==> src/rtl/des_pkg.sv <==
`timescale 1ns / 1ps

package des_pkg;

    localparam int NumRoundsDefault = 16;
    localparam int KeyDepth         = 16;
    localparam int KeyIndexWidth    = 4;
    localparam int SubkeyWidth      = 48;
    localparam int BlockWidth       = 64;
    localparam int HalfWidth        = 32;

    localparam logic CMD_WRITE_KEY = 1'b0;
    localparam logic CMD_CIPHER    = 1'b1;

    typedef logic [HalfWidth-1:0]   half_t;
    typedef logic [SubkeyWidth-1:0] subkey_t;
    typedef logic [BlockWidth-1:0]  block_t;

    localparam logic [6:0] PERM_IP [64] = '{
        7'd58, 7'd50, 7'd42, 7'd34, 7'd26, 7'd18, 7'd10, 7'd2,
        7'd60, 7'd52, 7'd44, 7'd36, 7'd28, 7'd20, 7'd12, 7'd4,
        7'd62, 7'd54, 7'd46, 7'd38, 7'd30, 7'd22, 7'd14, 7'd6,
        7'd64, 7'd56, 7'd48, 7'd40, 7'd32, 7'd24, 7'd16, 7'd8,
        7'd57, 7'd49, 7'd41, 7'd33, 7'd25, 7'd17, 7'd9,  7'd1,
        7'd59, 7'd51, 7'd43, 7'd35, 7'd27, 7'd19, 7'd11, 7'd3,
        7'd61, 7'd53, 7'd45, 7'd37, 7'd29, 7'd21, 7'd13, 7'd5,
        7'd63, 7'd55, 7'd47, 7'd39, 7'd31, 7'd23, 7'd15, 7'd7
    };

    localparam logic [6:0] PERM_FP [64] = '{
        7'd40, 7'd8, 7'd48, 7'd16, 7'd56, 7'd24, 7'd64, 7'd32,
        7'd39, 7'd7, 7'd47, 7'd15, 7'd55, 7'd23, 7'd63, 7'd31,
        7'd38, 7'd6, 7'd46, 7'd14, 7'd54, 7'd22, 7'd62, 7'd30,
        7'd37, 7'd5, 7'd45, 7'd13, 7'd53, 7'd21, 7'd61, 7'd29,
        7'd36, 7'd4, 7'd44, 7'd12, 7'd52, 7'd20, 7'd60, 7'd28,
        7'd35, 7'd3, 7'd43, 7'd11, 7'd51, 7'd19, 7'd59, 7'd27,
        7'd34, 7'd2, 7'd42, 7'd10, 7'd50, 7'd18, 7'd58, 7'd26,
        7'd33, 7'd1, 7'd41, 7'd9,  7'd49, 7'd17, 7'd57, 7'd25
    };

    localparam logic [5:0] PERM_E [48] = '{
        6'd32, 6'd1,  6'd2,  6'd3,  6'd4,  6'd5,  6'd4,  6'd5,
        6'd6,  6'd7,  6'd8,  6'd9,  6'd8,  6'd9,  6'd10, 6'd11,
        6'd12, 6'd13, 6'd12, 6'd13, 6'd14, 6'd15, 6'd16, 6'd17,
        6'd16, 6'd17, 6'd18, 6'd19, 6'd20, 6'd21, 6'd20, 6'd21,
        6'd22, 6'd23, 6'd24, 6'd25, 6'd24, 6'd25, 6'd26, 6'd27,
        6'd28, 6'd29, 6'd28, 6'd29, 6'd30, 6'd31, 6'd32, 6'd1
    };

    localparam logic [5:0] PERM_P [32] = '{
        6'd16, 6'd7,  6'd20, 6'd21, 6'd29, 6'd12, 6'd28, 6'd17,
        6'd1,  6'd15, 6'd23, 6'd26, 6'd5,  6'd18, 6'd31, 6'd10,
        6'd2,  6'd8,  6'd24, 6'd14, 6'd32, 6'd27, 6'd3,  6'd9,
        6'd19, 6'd13, 6'd30, 6'd6,  6'd22, 6'd11, 6'd4,  6'd25
    };

    localparam logic [3:0] SBOX [8][64] = '{
        '{4'd14, 4'd4,  4'd13, 4'd1,  4'd2,  4'd15, 4'd11, 4'd8,
          4'd3,  4'd10, 4'd6,  4'd12, 4'd5,  4'd9,  4'd0,  4'd7,
          4'd0,  4'd15, 4'd7,  4'd4,  4'd14, 4'd2,  4'd13, 4'd1,
          4'd10, 4'd6,  4'd12, 4'd11, 4'd9,  4'd5,  4'd3,  4'd8,
          4'd4,  4'd1,  4'd14, 4'd8,  4'd13, 4'd6,  4'd2,  4'd11,
          4'd15, 4'd12, 4'd9,  4'd7,  4'd3,  4'd10, 4'd5,  4'd0,
          4'd15, 4'd12, 4'd8,  4'd2,  4'd4,  4'd9,  4'd1,  4'd7,
          4'd5,  4'd11, 4'd3,  4'd14, 4'd10, 4'd0,  4'd6,  4'd13},
        '{4'd15, 4'd1,  4'd8,  4'd14, 4'd6,  4'd11, 4'd3,  4'd4,
          4'd9,  4'd7,  4'd2,  4'd13, 4'd12, 4'd0,  4'd5,  4'd10,
          4'd3,  4'd13, 4'd4,  4'd7,  4'd15, 4'd2,  4'd8,  4'd14,
          4'd12, 4'd0,  4'd1,  4'd10, 4'd6,  4'd9,  4'd11, 4'd5,
          4'd0,  4'd14, 4'd7,  4'd11, 4'd10, 4'd4,  4'd13, 4'd1,
          4'd5,  4'd8,  4'd12, 4'd6,  4'd9,  4'd3,  4'd2,  4'd15,
          4'd13, 4'd8,  4'd10, 4'd1,  4'd3,  4'd15, 4'd4,  4'd2,
          4'd11, 4'd6,  4'd7,  4'd12, 4'd0,  4'd5,  4'd14, 4'd9},
        '{4'd10, 4'd0,  4'd9,  4'd14, 4'd6,  4'd3,  4'd15, 4'd5,
          4'd1,  4'd13, 4'd12, 4'd7,  4'd11, 4'd4,  4'd2,  4'd8,
          4'd13, 4'd7,  4'd0,  4'd9,  4'd3,  4'd4,  4'd6,  4'd10,
          4'd2,  4'd8,  4'd5,  4'd14, 4'd12, 4'd11, 4'd15, 4'd1,
          4'd13, 4'd6,  4'd4,  4'd9,  4'd8,  4'd15, 4'd3,  4'd0,
          4'd11, 4'd1,  4'd2,  4'd12, 4'd5,  4'd10, 4'd14, 4'd7,
          4'd1,  4'd10, 4'd13, 4'd0,  4'd6,  4'd9,  4'd8,  4'd7,
          4'd4,  4'd15, 4'd14, 4'd3,  4'd11, 4'd5,  4'd2,  4'd12},
        '{4'd7,  4'd13, 4'd14, 4'd3,  4'd0,  4'd6,  4'd9,  4'd10,
          4'd1,  4'd2,  4'd8,  4'd5,  4'd11, 4'd12, 4'd4,  4'd15,
          4'd13, 4'd8,  4'd11, 4'd5,  4'd6,  4'd15, 4'd0,  4'd3,
          4'd4,  4'd7,  4'd2,  4'd12, 4'd1,  4'd10, 4'd14, 4'd9,
          4'd10, 4'd6,  4'd9,  4'd0,  4'd12, 4'd11, 4'd7,  4'd13,
          4'd15, 4'd1,  4'd3,  4'd14, 4'd5,  4'd2,  4'd8,  4'd4,
          4'd3,  4'd15, 4'd0,  4'd6,  4'd10, 4'd1,  4'd13, 4'd8,
          4'd9,  4'd4,  4'd5,  4'd11, 4'd12, 4'd7,  4'd2,  4'd14},
        '{4'd2,  4'd12, 4'd4,  4'd1,  4'd7,  4'd10, 4'd11, 4'd6,
          4'd8,  4'd5,  4'd3,  4'd15, 4'd13, 4'd0,  4'd14, 4'd9,
          4'd14, 4'd11, 4'd2,  4'd12, 4'd4,  4'd7,  4'd13, 4'd1,
          4'd5,  4'd0,  4'd15, 4'd10, 4'd3,  4'd9,  4'd8,  4'd6,
          4'd4,  4'd2,  4'd1,  4'd11, 4'd10, 4'd13, 4'd7,  4'd8,
          4'd15, 4'd9,  4'd12, 4'd5,  4'd6,  4'd3,  4'd0,  4'd14,
          4'd11, 4'd8,  4'd12, 4'd7,  4'd1,  4'd14, 4'd2,  4'd13,
          4'd6,  4'd15, 4'd0,  4'd9,  4'd10, 4'd4,  4'd5,  4'd3},
        '{4'd12, 4'd1,  4'd10, 4'd15, 4'd9,  4'd2,  4'd6,  4'd8,
          4'd0,  4'd13, 4'd3,  4'd4,  4'd14, 4'd7,  4'd5,  4'd11,
          4'd10, 4'd15, 4'd4,  4'd2,  4'd7,  4'd12, 4'd9,  4'd5,
          4'd6,  4'd1,  4'd13, 4'd14, 4'd0,  4'd11, 4'd3,  4'd8,
          4'd9,  4'd14, 4'd15, 4'd5,  4'd2,  4'd8,  4'd12, 4'd3,
          4'd7,  4'd0,  4'd4,  4'd10, 4'd1,  4'd13, 4'd11, 4'd6,
          4'd4,  4'd3,  4'd2,  4'd12, 4'd9,  4'd5,  4'd15, 4'd10,
          4'd11, 4'd14, 4'd1,  4'd7,  4'd6,  4'd0,  4'd8,  4'd13},
        '{4'd4,  4'd11, 4'd2,  4'd14, 4'd15, 4'd0,  4'd8,  4'd13,
          4'd3,  4'd12, 4'd9,  4'd7,  4'd5,  4'd10, 4'd6,  4'd1,
          4'd13, 4'd0,  4'd11, 4'd7,  4'd4,  4'd9,  4'd1,  4'd10,
          4'd14, 4'd3,  4'd5,  4'd12, 4'd2,  4'd15, 4'd8,  4'd6,
          4'd1,  4'd4,  4'd11, 4'd13, 4'd12, 4'd3,  4'd7,  4'd14,
          4'd10, 4'd15, 4'd6,  4'd8,  4'd0,  4'd5,  4'd9,  4'd2,
          4'd6,  4'd11, 4'd13, 4'd8,  4'd1,  4'd4,  4'd10, 4'd7,
          4'd9,  4'd5,  4'd0,  4'd15, 4'd14, 4'd2,  4'd3,  4'd12},
        '{4'd13, 4'd2,  4'd8,  4'd4,  4'd6,  4'd15, 4'd11, 4'd1,
          4'd10, 4'd9,  4'd3,  4'd14, 4'd5,  4'd0,  4'd12, 4'd7,
          4'd1,  4'd15, 4'd13, 4'd8,  4'd10, 4'd3,  4'd7,  4'd4,
          4'd12, 4'd5,  4'd6,  4'd11, 4'd0,  4'd14, 4'd9,  4'd2,
          4'd7,  4'd11, 4'd4,  4'd1,  4'd9,  4'd12, 4'd14, 4'd2,
          4'd0,  4'd6,  4'd10, 4'd13, 4'd15, 4'd3,  4'd5,  4'd8,
          4'd2,  4'd1,  4'd14, 4'd7,  4'd4,  4'd10, 4'd8,  4'd13,
          4'd15, 4'd12, 4'd9,  4'd0,  4'd3,  4'd5,  4'd6,  4'd11}
    };

    // table entries count bit positions from the msb, starting at one
    function automatic block_t perm_ip(input block_t x);
        block_t r;
        r = '0;
        for (int k = 0; k < 64; k++)
        begin
            r[63-k] = x[6'(7'd64 - PERM_IP[k])];
        end
        return r;
    endfunction

    function automatic block_t perm_fp(input block_t x);
        block_t r;
        r = '0;
        for (int k = 0; k < 64; k++)
        begin
            r[63-k] = x[6'(7'd64 - PERM_FP[k])];
        end
        return r;
    endfunction

    function automatic subkey_t perm_e(input half_t x);
        subkey_t r;
        r = '0;
        for (int k = 0; k < 48; k++)
        begin
            r[47-k] = x[5'(6'd32 - PERM_E[k])];
        end
        return r;
    endfunction

    function automatic half_t perm_p(input half_t x);
        half_t r;
        r = '0;
        for (int k = 0; k < 32; k++)
        begin
            r[31-k] = x[5'(6'd32 - PERM_P[k])];
        end
        return r;
    endfunction

    // row from the outer bits, column from the inner four
    function automatic logic [3:0] sbox_lookup(input logic [2:0] box, input logic [5:0] six);
        logic [5:0] idx;
        idx = {six[5], six[0], six[4:1]};
        return SBOX[box][idx];
    endfunction

endpackage

==> src/rtl/des_round.sv <==
`timescale 1ns / 1ps

module des_round
(
    input  des_pkg::half_t   l_in,
    input  des_pkg::half_t   r_in,
    input  des_pkg::subkey_t subkey,
    output des_pkg::half_t   l_out,
    output des_pkg::half_t   r_out
);

    des_pkg::subkey_t mixed;
    des_pkg::half_t   sbox_out;

    always_comb
    begin
        mixed = des_pkg::perm_e(r_in) ^ subkey;
        for (int i = 0; i < 8; i++)
        begin
            sbox_out[31-4*i -: 4] = des_pkg::sbox_lookup(3'(i), mixed[47-6*i -: 6]);
        end
    end

    assign l_out = r_in;
    assign r_out = l_in ^ des_pkg::perm_p(sbox_out);

endmodule

==> config.mk <==
export PLATFORM = sky130hd
export DESIGN_NAME = des_round
export DESIGN_NICKNAME = d
export VERILOG_FILES = /design/src/rtl/des_pkg.sv /design/src/rtl/des_round.sv
export SDC_FILE = /design/constraint.sdc
export NUM_CORES = 1
export LEC_CHECK = 0
export ABC_AREA = 1
export BUFFER_PORTS_ARGS = -buffer_cell sky130_fd_sc_hd__buf_2
export CAP_MARGIN = 20
export CORE_ASPECT_RATIO = 0.5
export CORE_MARGIN = 1.5
export CORE_UTILIZATION = 45
export DETAILED_ROUTE_END_ITERATION = 12
export PLACE_DENSITY = 0.81
export SYNTH_ARGS = -nofsm -noshare
export SYNTH_HDL_FRONTEND = slang
export SYNTH_SLANG_ARGS = --single-unit
==> constraint.sdc <==
create_clock -name vclk -period 6.3
set_input_delay 1.26 -clock vclk [all_inputs]
set_output_delay 1.26 -clock vclk [all_outputs]
set_load 0.005 [all_outputs]
==> flow_metrics.tcl, run 1 <==
set metrics [dict create \
    p_sw_uw 475 \
    grt-busiest-layer "met2" \
    grt.overflow.total 0 \
    grt_max_degree 21 \
    met1_usage_pct 28.2 \
    final_hold_viol_count 0 \
    initial_core_util_pct 47.3 \
    ir_worst_vdd_v 0.0000510 \
    yosysSeqAreaShare_pct 0 \
    slew_viol_final 0 \
    diodes 0 \
    drv_cap 0 \
    seqCellArea_um2 0 \
    synth_area_mm2 0.00615 \
    fin_crit_ps 4510 \
    num_rows 29 \
    p_per_area_mw_per_mm2 109 \
    cts_resized 0 \
    cp_slowest_stage_delay_ps 410 \
    drtPass1Iterations 6 \
    holdBufCountCts 0 \
    worst-path-max-fanout 7 \
    antenna_left 0 \
    dpl_cell_area_mm2 0.00686 \
    syn_inst 1254 \
    p_seq_share_pct 0 \
    num_vias 8004 \
    p_int_uw 273 \
    leakage_nw 4.38 \
    drtIter0Drc 762 \
    grt_pass1_vias 6825 \
    end_kind "output pin" \
    hpwl_mm 13.8 \
    worst-path-buf-inv 4 \
    wl_mm 17.0 \
    die-area_mm2 0.0144 \
    die_h_um 85.7 \
    worst-setup-path-type "in2out" \
    syn_nets 1428 \
    yosysUniqueCellTypes 23 \
    fin_nets 1547 \
    antenna_found_initial 0 \
    drc 0 \
    synthTopCellsByArea "nand2_1 38%, nand3_1 23%, ha_1 13%, inv_1 8.2%, buf_4 4.5%" \
    stdcell_area_mm2 0.00686 \
    wl_per_cell_um 11.1 \
    fmax_ghz 0.222 \
    gp_congestion 0.993 \
    share_comb_of_total_power_pct 100.0 \
    switching_share_pct 63.5 \
    worstMarginPinSlew_ps 1090 \
    synth_top_cell_by_area "nand2_1" \
    tns_ps 0 \
    num-clock-buffers 0 \
    chipWidth_um 168 \
    cp_top_family "simple AND/OR/NAND/NOR gates" \
    startpoint "r_in[13]" \
    grt_pass1_wl_mm 28.5 \
    io_buffers 176 \
    cp-start-kind "primary input" \
    seq_cell_count 0 \
    synth_warnings 0 \
    cts_setup_buffers 0 \
    cp_data_arrival_time_ps 3250 \
    setup_violations 0 \
    worstPathRequired_ps 5040 \
    status "finished clean" \
    area_growth_pct 11.5 \
    rsz0062_at_grt "no" \
    synth.avg_cell_area_um2 4.90 \
    max-slew-margin-rel_pct 27.1 \
    path_depth 16 \
    hp-class "in2out" \
    drive_above_1_share_pct 13.9 \
    avgViaCountPerCell 5.19 \
    grt_use_met3_pct 0.784 \
    crit_slowest_cell "nor2_1" \
    cp_common_cell "nand2_1" \
    ios 176 \
    grt_usage_pct 22.3 \
    clock_power_share_pct 0 \
    synthDominantCellAreaShare_pct 38.1 \
    period_share_pct 71.6 \
    gr-usage-met2_pct 43.0 \
    path_cells "buf_2, nand2_1, inv_1, nor2_1, ha_1, inv_1, nand2_1, nand2_1, nand2_1, nand3_1, nand2_1, nand2_1, nand2_1, nand2_1, nand2_1, buf_2" \
    layout_common_cells "624 x nand2_1, 286 x nand3_1, 176 x buf_2" \
    worstSetupEndpoint "r_out[18]" \
    core_area_mm2 0.0130 \
    final_common_cell "nand2_1" \
]
[cells by family after synthesis]
group                      share of synthesized area [%]
AOI/OAI and AO/OA                                   1.75
and+or+nand+nor                                     64.6
buffers and inverters                               14.7
adders and majority gates                           12.6
xor gates and xnor gates                            6.35
[worst min-delay path by stage]
| stage | startpoint | end | slack (ps) | cells after the start |
|---|---|---|---|---|
| 2_1_floorplan | r_in[0] | l_out[0] | 2600 | 1 |
| 3_3_place_gp | r_in[17] | l_out[17] | 2720 | 2 |
| 3_5_place_dp | r_in[17] | l_out[17] | 2720 | 2 |
| 4_1_cts | r_in[17] | l_out[17] | 2720 | 2 |
| 5_1_grt | r_in[17] | l_out[17] | 2730 | 2 |
| 6_report | r_in[17] | l_out[17] | 2720 | 2 |
[metrics by stage]
| stage | hold WS (ps) | util, % | total power, mW | instances | setup slack [ps] |
|---|---|---|---|---|---|
| after floorplan | 2600 | - | 0.548 | 1254 | 2440 |
| after global placement | 2720 | 52.8 | 0.726 | 1541 | 1830 |
| after detailed placement | 2720 | 52.8 | 0.737 | 1541 | 1790 |
| after CTS | 2720 | 52.8 | 0.741 | 1541 | 1780 |
| after global routing | 2730 | 52.8 | 0.857 | 1541 | 1550 |
| final | 2720 | 52.8 | 0.748 | 1541 | 1790 |
[layer usage]
layer,vias up,part of all wire [%]
met5,-,0
met4,0,0.69
met3,18,7.5
met2,361,48
met1,3465,44
li1,4160,-
[power by group through the flow]
stage,Clock (mW),Combinational [mW],Sequential (mW)
floorplan,0,0.548,0
global placement,0,0.726,0
detailed placement,0,0.737,0
CTS,0,0.741,0
global route,0,0.857,0
finish,0,0.748,0
[cell usage after synthesis]
| cell type | n |
|---|---|
| inv_1 | 134 |
| nand3b_1 | 17 |
| nand2_1 | 624 |
| nor2_1 | 8 |
| xor2_2 | 6 |
| clkinv_1 | 2 |
| o21bai_1 | 1 |
| buf_2 | 21 |
| xnor2_1 | 21 |
| a21oi_1 | 4 |
| xnor2_2 | 4 |
| o21ai_0 | 13 |
| buf_4 | 37 |
| nand4_1 | 2 |
| o211ai_1 | 2 |
| clkbuf_1 | 1 |
| nand2_2 | 1 |
| inv_2 | 1 |
| xor2_1 | 5 |
| nand3_4 | 1 |
| nor2_2 | 1 |
| ha_1 | 62 |
| nand3_1 | 286 |
[final cells by class]
type	count	area, um^2
fillers	1389	6130
inverters	137	514
multi-input cells	1058	5250
well taps	170	213
repair buffers	176	881
(Power assumes the default switching activity.)
==> inputs of run 2 (changes only) <==
==> constraint.sdc (replaced) <==
create_clock -name vclk -period 4.15
set_input_delay 0.83 -clock vclk [all_inputs]
set_output_delay 0.83 -clock vclk [all_outputs]
set_load 0.005 [all_outputs]
==> flow_metrics.tcl, run 2 (synthesis results as in run 1) <==
set metrics [dict create \
    status "finished clean" \
    worst-setup-path-type "in2out" \
    initial_core_util_pct 47.3 \
    drive_above_1_share_pct 14.9 \
    n_fill_cell 1373 \
    final_hold_viol_count 0 \
    layout_common_cells "624 x nand2_1, 286 x nand3_1, 176 x buf_2" \
    drv_cap 0 \
    die-area_mm2 0.0144 \
    antenna_left 0 \
    holdPathStages 2 \
    area_growth_pct 13.5 \
    hp-class "in2out" \
    p_seq_share_pct 0 \
    period_share_pct 85.6 \
    fmax_ghz 0.281 \
    cts_resized 0 \
    end_kind "output pin" \
    p_int_uw 434 \
    fin_nets 1563 \
    ir_worst_vdd_v 0.0000766 \
    cp_common_cell "nand2_1" \
    fin_crit_ps 3550 \
    slew_viol_final 0 \
    grt_max_degree 20 \
    die_h_um 85.7 \
    holdBufCountCts 0 \
    grt.overflow.total 0 \
    setup_violations 0 \
    num-clock-buffers 0 \
    io_buffers 176 \
    avgViaCountPerCell 5.20 \
    seq_cell_count 0 \
    hp-start "r_in[17]" \
    drtIter0Drc 734 \
    leakage_nw 4.46 \
    grt_pass1_wl_mm 29.9 \
    path_cells "buf_2, inv_1, nand2_1, nand2_1, inv_1, ha_1, inv_1, nand2_1, nand2_1, nand2_1, nand3_1, nand2_1, nand2_1, nand2_1, nand2_1, nand2_1, buf_2" \
    num_rows 29 \
    chipWidth_um 168 \
    p_per_area_mw_per_mm2 167 \
    max-slew-margin-rel_pct 25.2 \
    worstMarginPinSlew_ps 1110 \
    p_sw_uw 733 \
    share_comb_of_total_power_pct 100.0 \
    switching_share_pct 62.8 \
    worst-path-max-fanout 9 \
    diodes 0 \
    wl_mm 17.5 \
    cp_data_arrival_time_ps 2720 \
    ios 176 \
    rsz0062_at_grt "no" \
    holdWs_ps 1860 \
    drtPass1Iterations 6 \
    antenna_found_initial 1 \
    crit_slowest_cell "ha_1" \
    seqCellArea_um2 0 \
    grt_usage_pct 23.5 \
    final_common_cell "nand2_1" \
    hpwl_mm 14.2 \
    grt_pass1_vias 7121 \
    worstPathRequired_ps 3320 \
    holdPathEnd "l_out[17]" \
    wl_per_cell_um 11.2 \
    core_area_mm2 0.0130 \
    cts_setup_buffers 0 \
    num_vias 8089 \
    drc 0 \
    cp_slowest_stage_delay_ps 350 \
    clock_power_share_pct 0 \
    cp-start-kind "primary input" \
    gp_congestion 0.982 \
    tns_ps 0 \
]
[run 2: worst max-delay path by stage]
stage | start | end | slack (ps)
final | r_in[9] | r_out[21] | 600
after floorplan | r_in[9] | r_out[3] | 1150
after detailed placement | r_in[9] | r_out[21] | 640
after CTS | r_in[9] | r_out[21] | 630
after global placement | r_in[13] | r_out[18] | 700
after global routing | r_in[13] | r_out[18] | 400
[run 2: worst max-delay path: cells and delay by family]
family / cells / cell delay [ps]
fa+ha+maj: 1 / 350
simple gates: 11 / 1000
buf+inv: 5 / 530
[run 2: cell type report]
class	instances	area [um^2]	area share, %
multi-input combinational	1058	5250	75.2
timing repair buffer	192	1000	14.3
inverter	137	514	7.37
tap	170	213	3.05
[run 2: stage by stage]
step,util (%),instance area [um^2],worst slack (ps),power [mW],std cells
finish,53.7,6980,596,1.17,1557
global route,53.7,6980,399,1.34,1557
CTS,53.7,6980,634,1.15,1557
detailed placement,53.7,6980,636,1.15,1557
global placement,53.7,6980,703,1.13,1557
floorplan,-,6150,1150,0.833,1254
[run 2: layer usage]
layer,global-route usage (%),vias up,share of wire (%)
li1,-,4187,-
met5,0,-,0
met2,44.3,360,47
met4,4.22,0,1.3
met3,1.02,30,7.0
met1,30.1,3512,45
[run 2: power by group through the flow]
stage	clock, mW	sequential, mW	combinational (mW)
2_1_floorplan	0	0	0.833
3_3_place_gp	0	0	1.13
3_5_place_dp	0	0	1.15
4_1_cts	0	0	1.15
5_1_grt	0	0	1.34
6_report	0	0	1.17
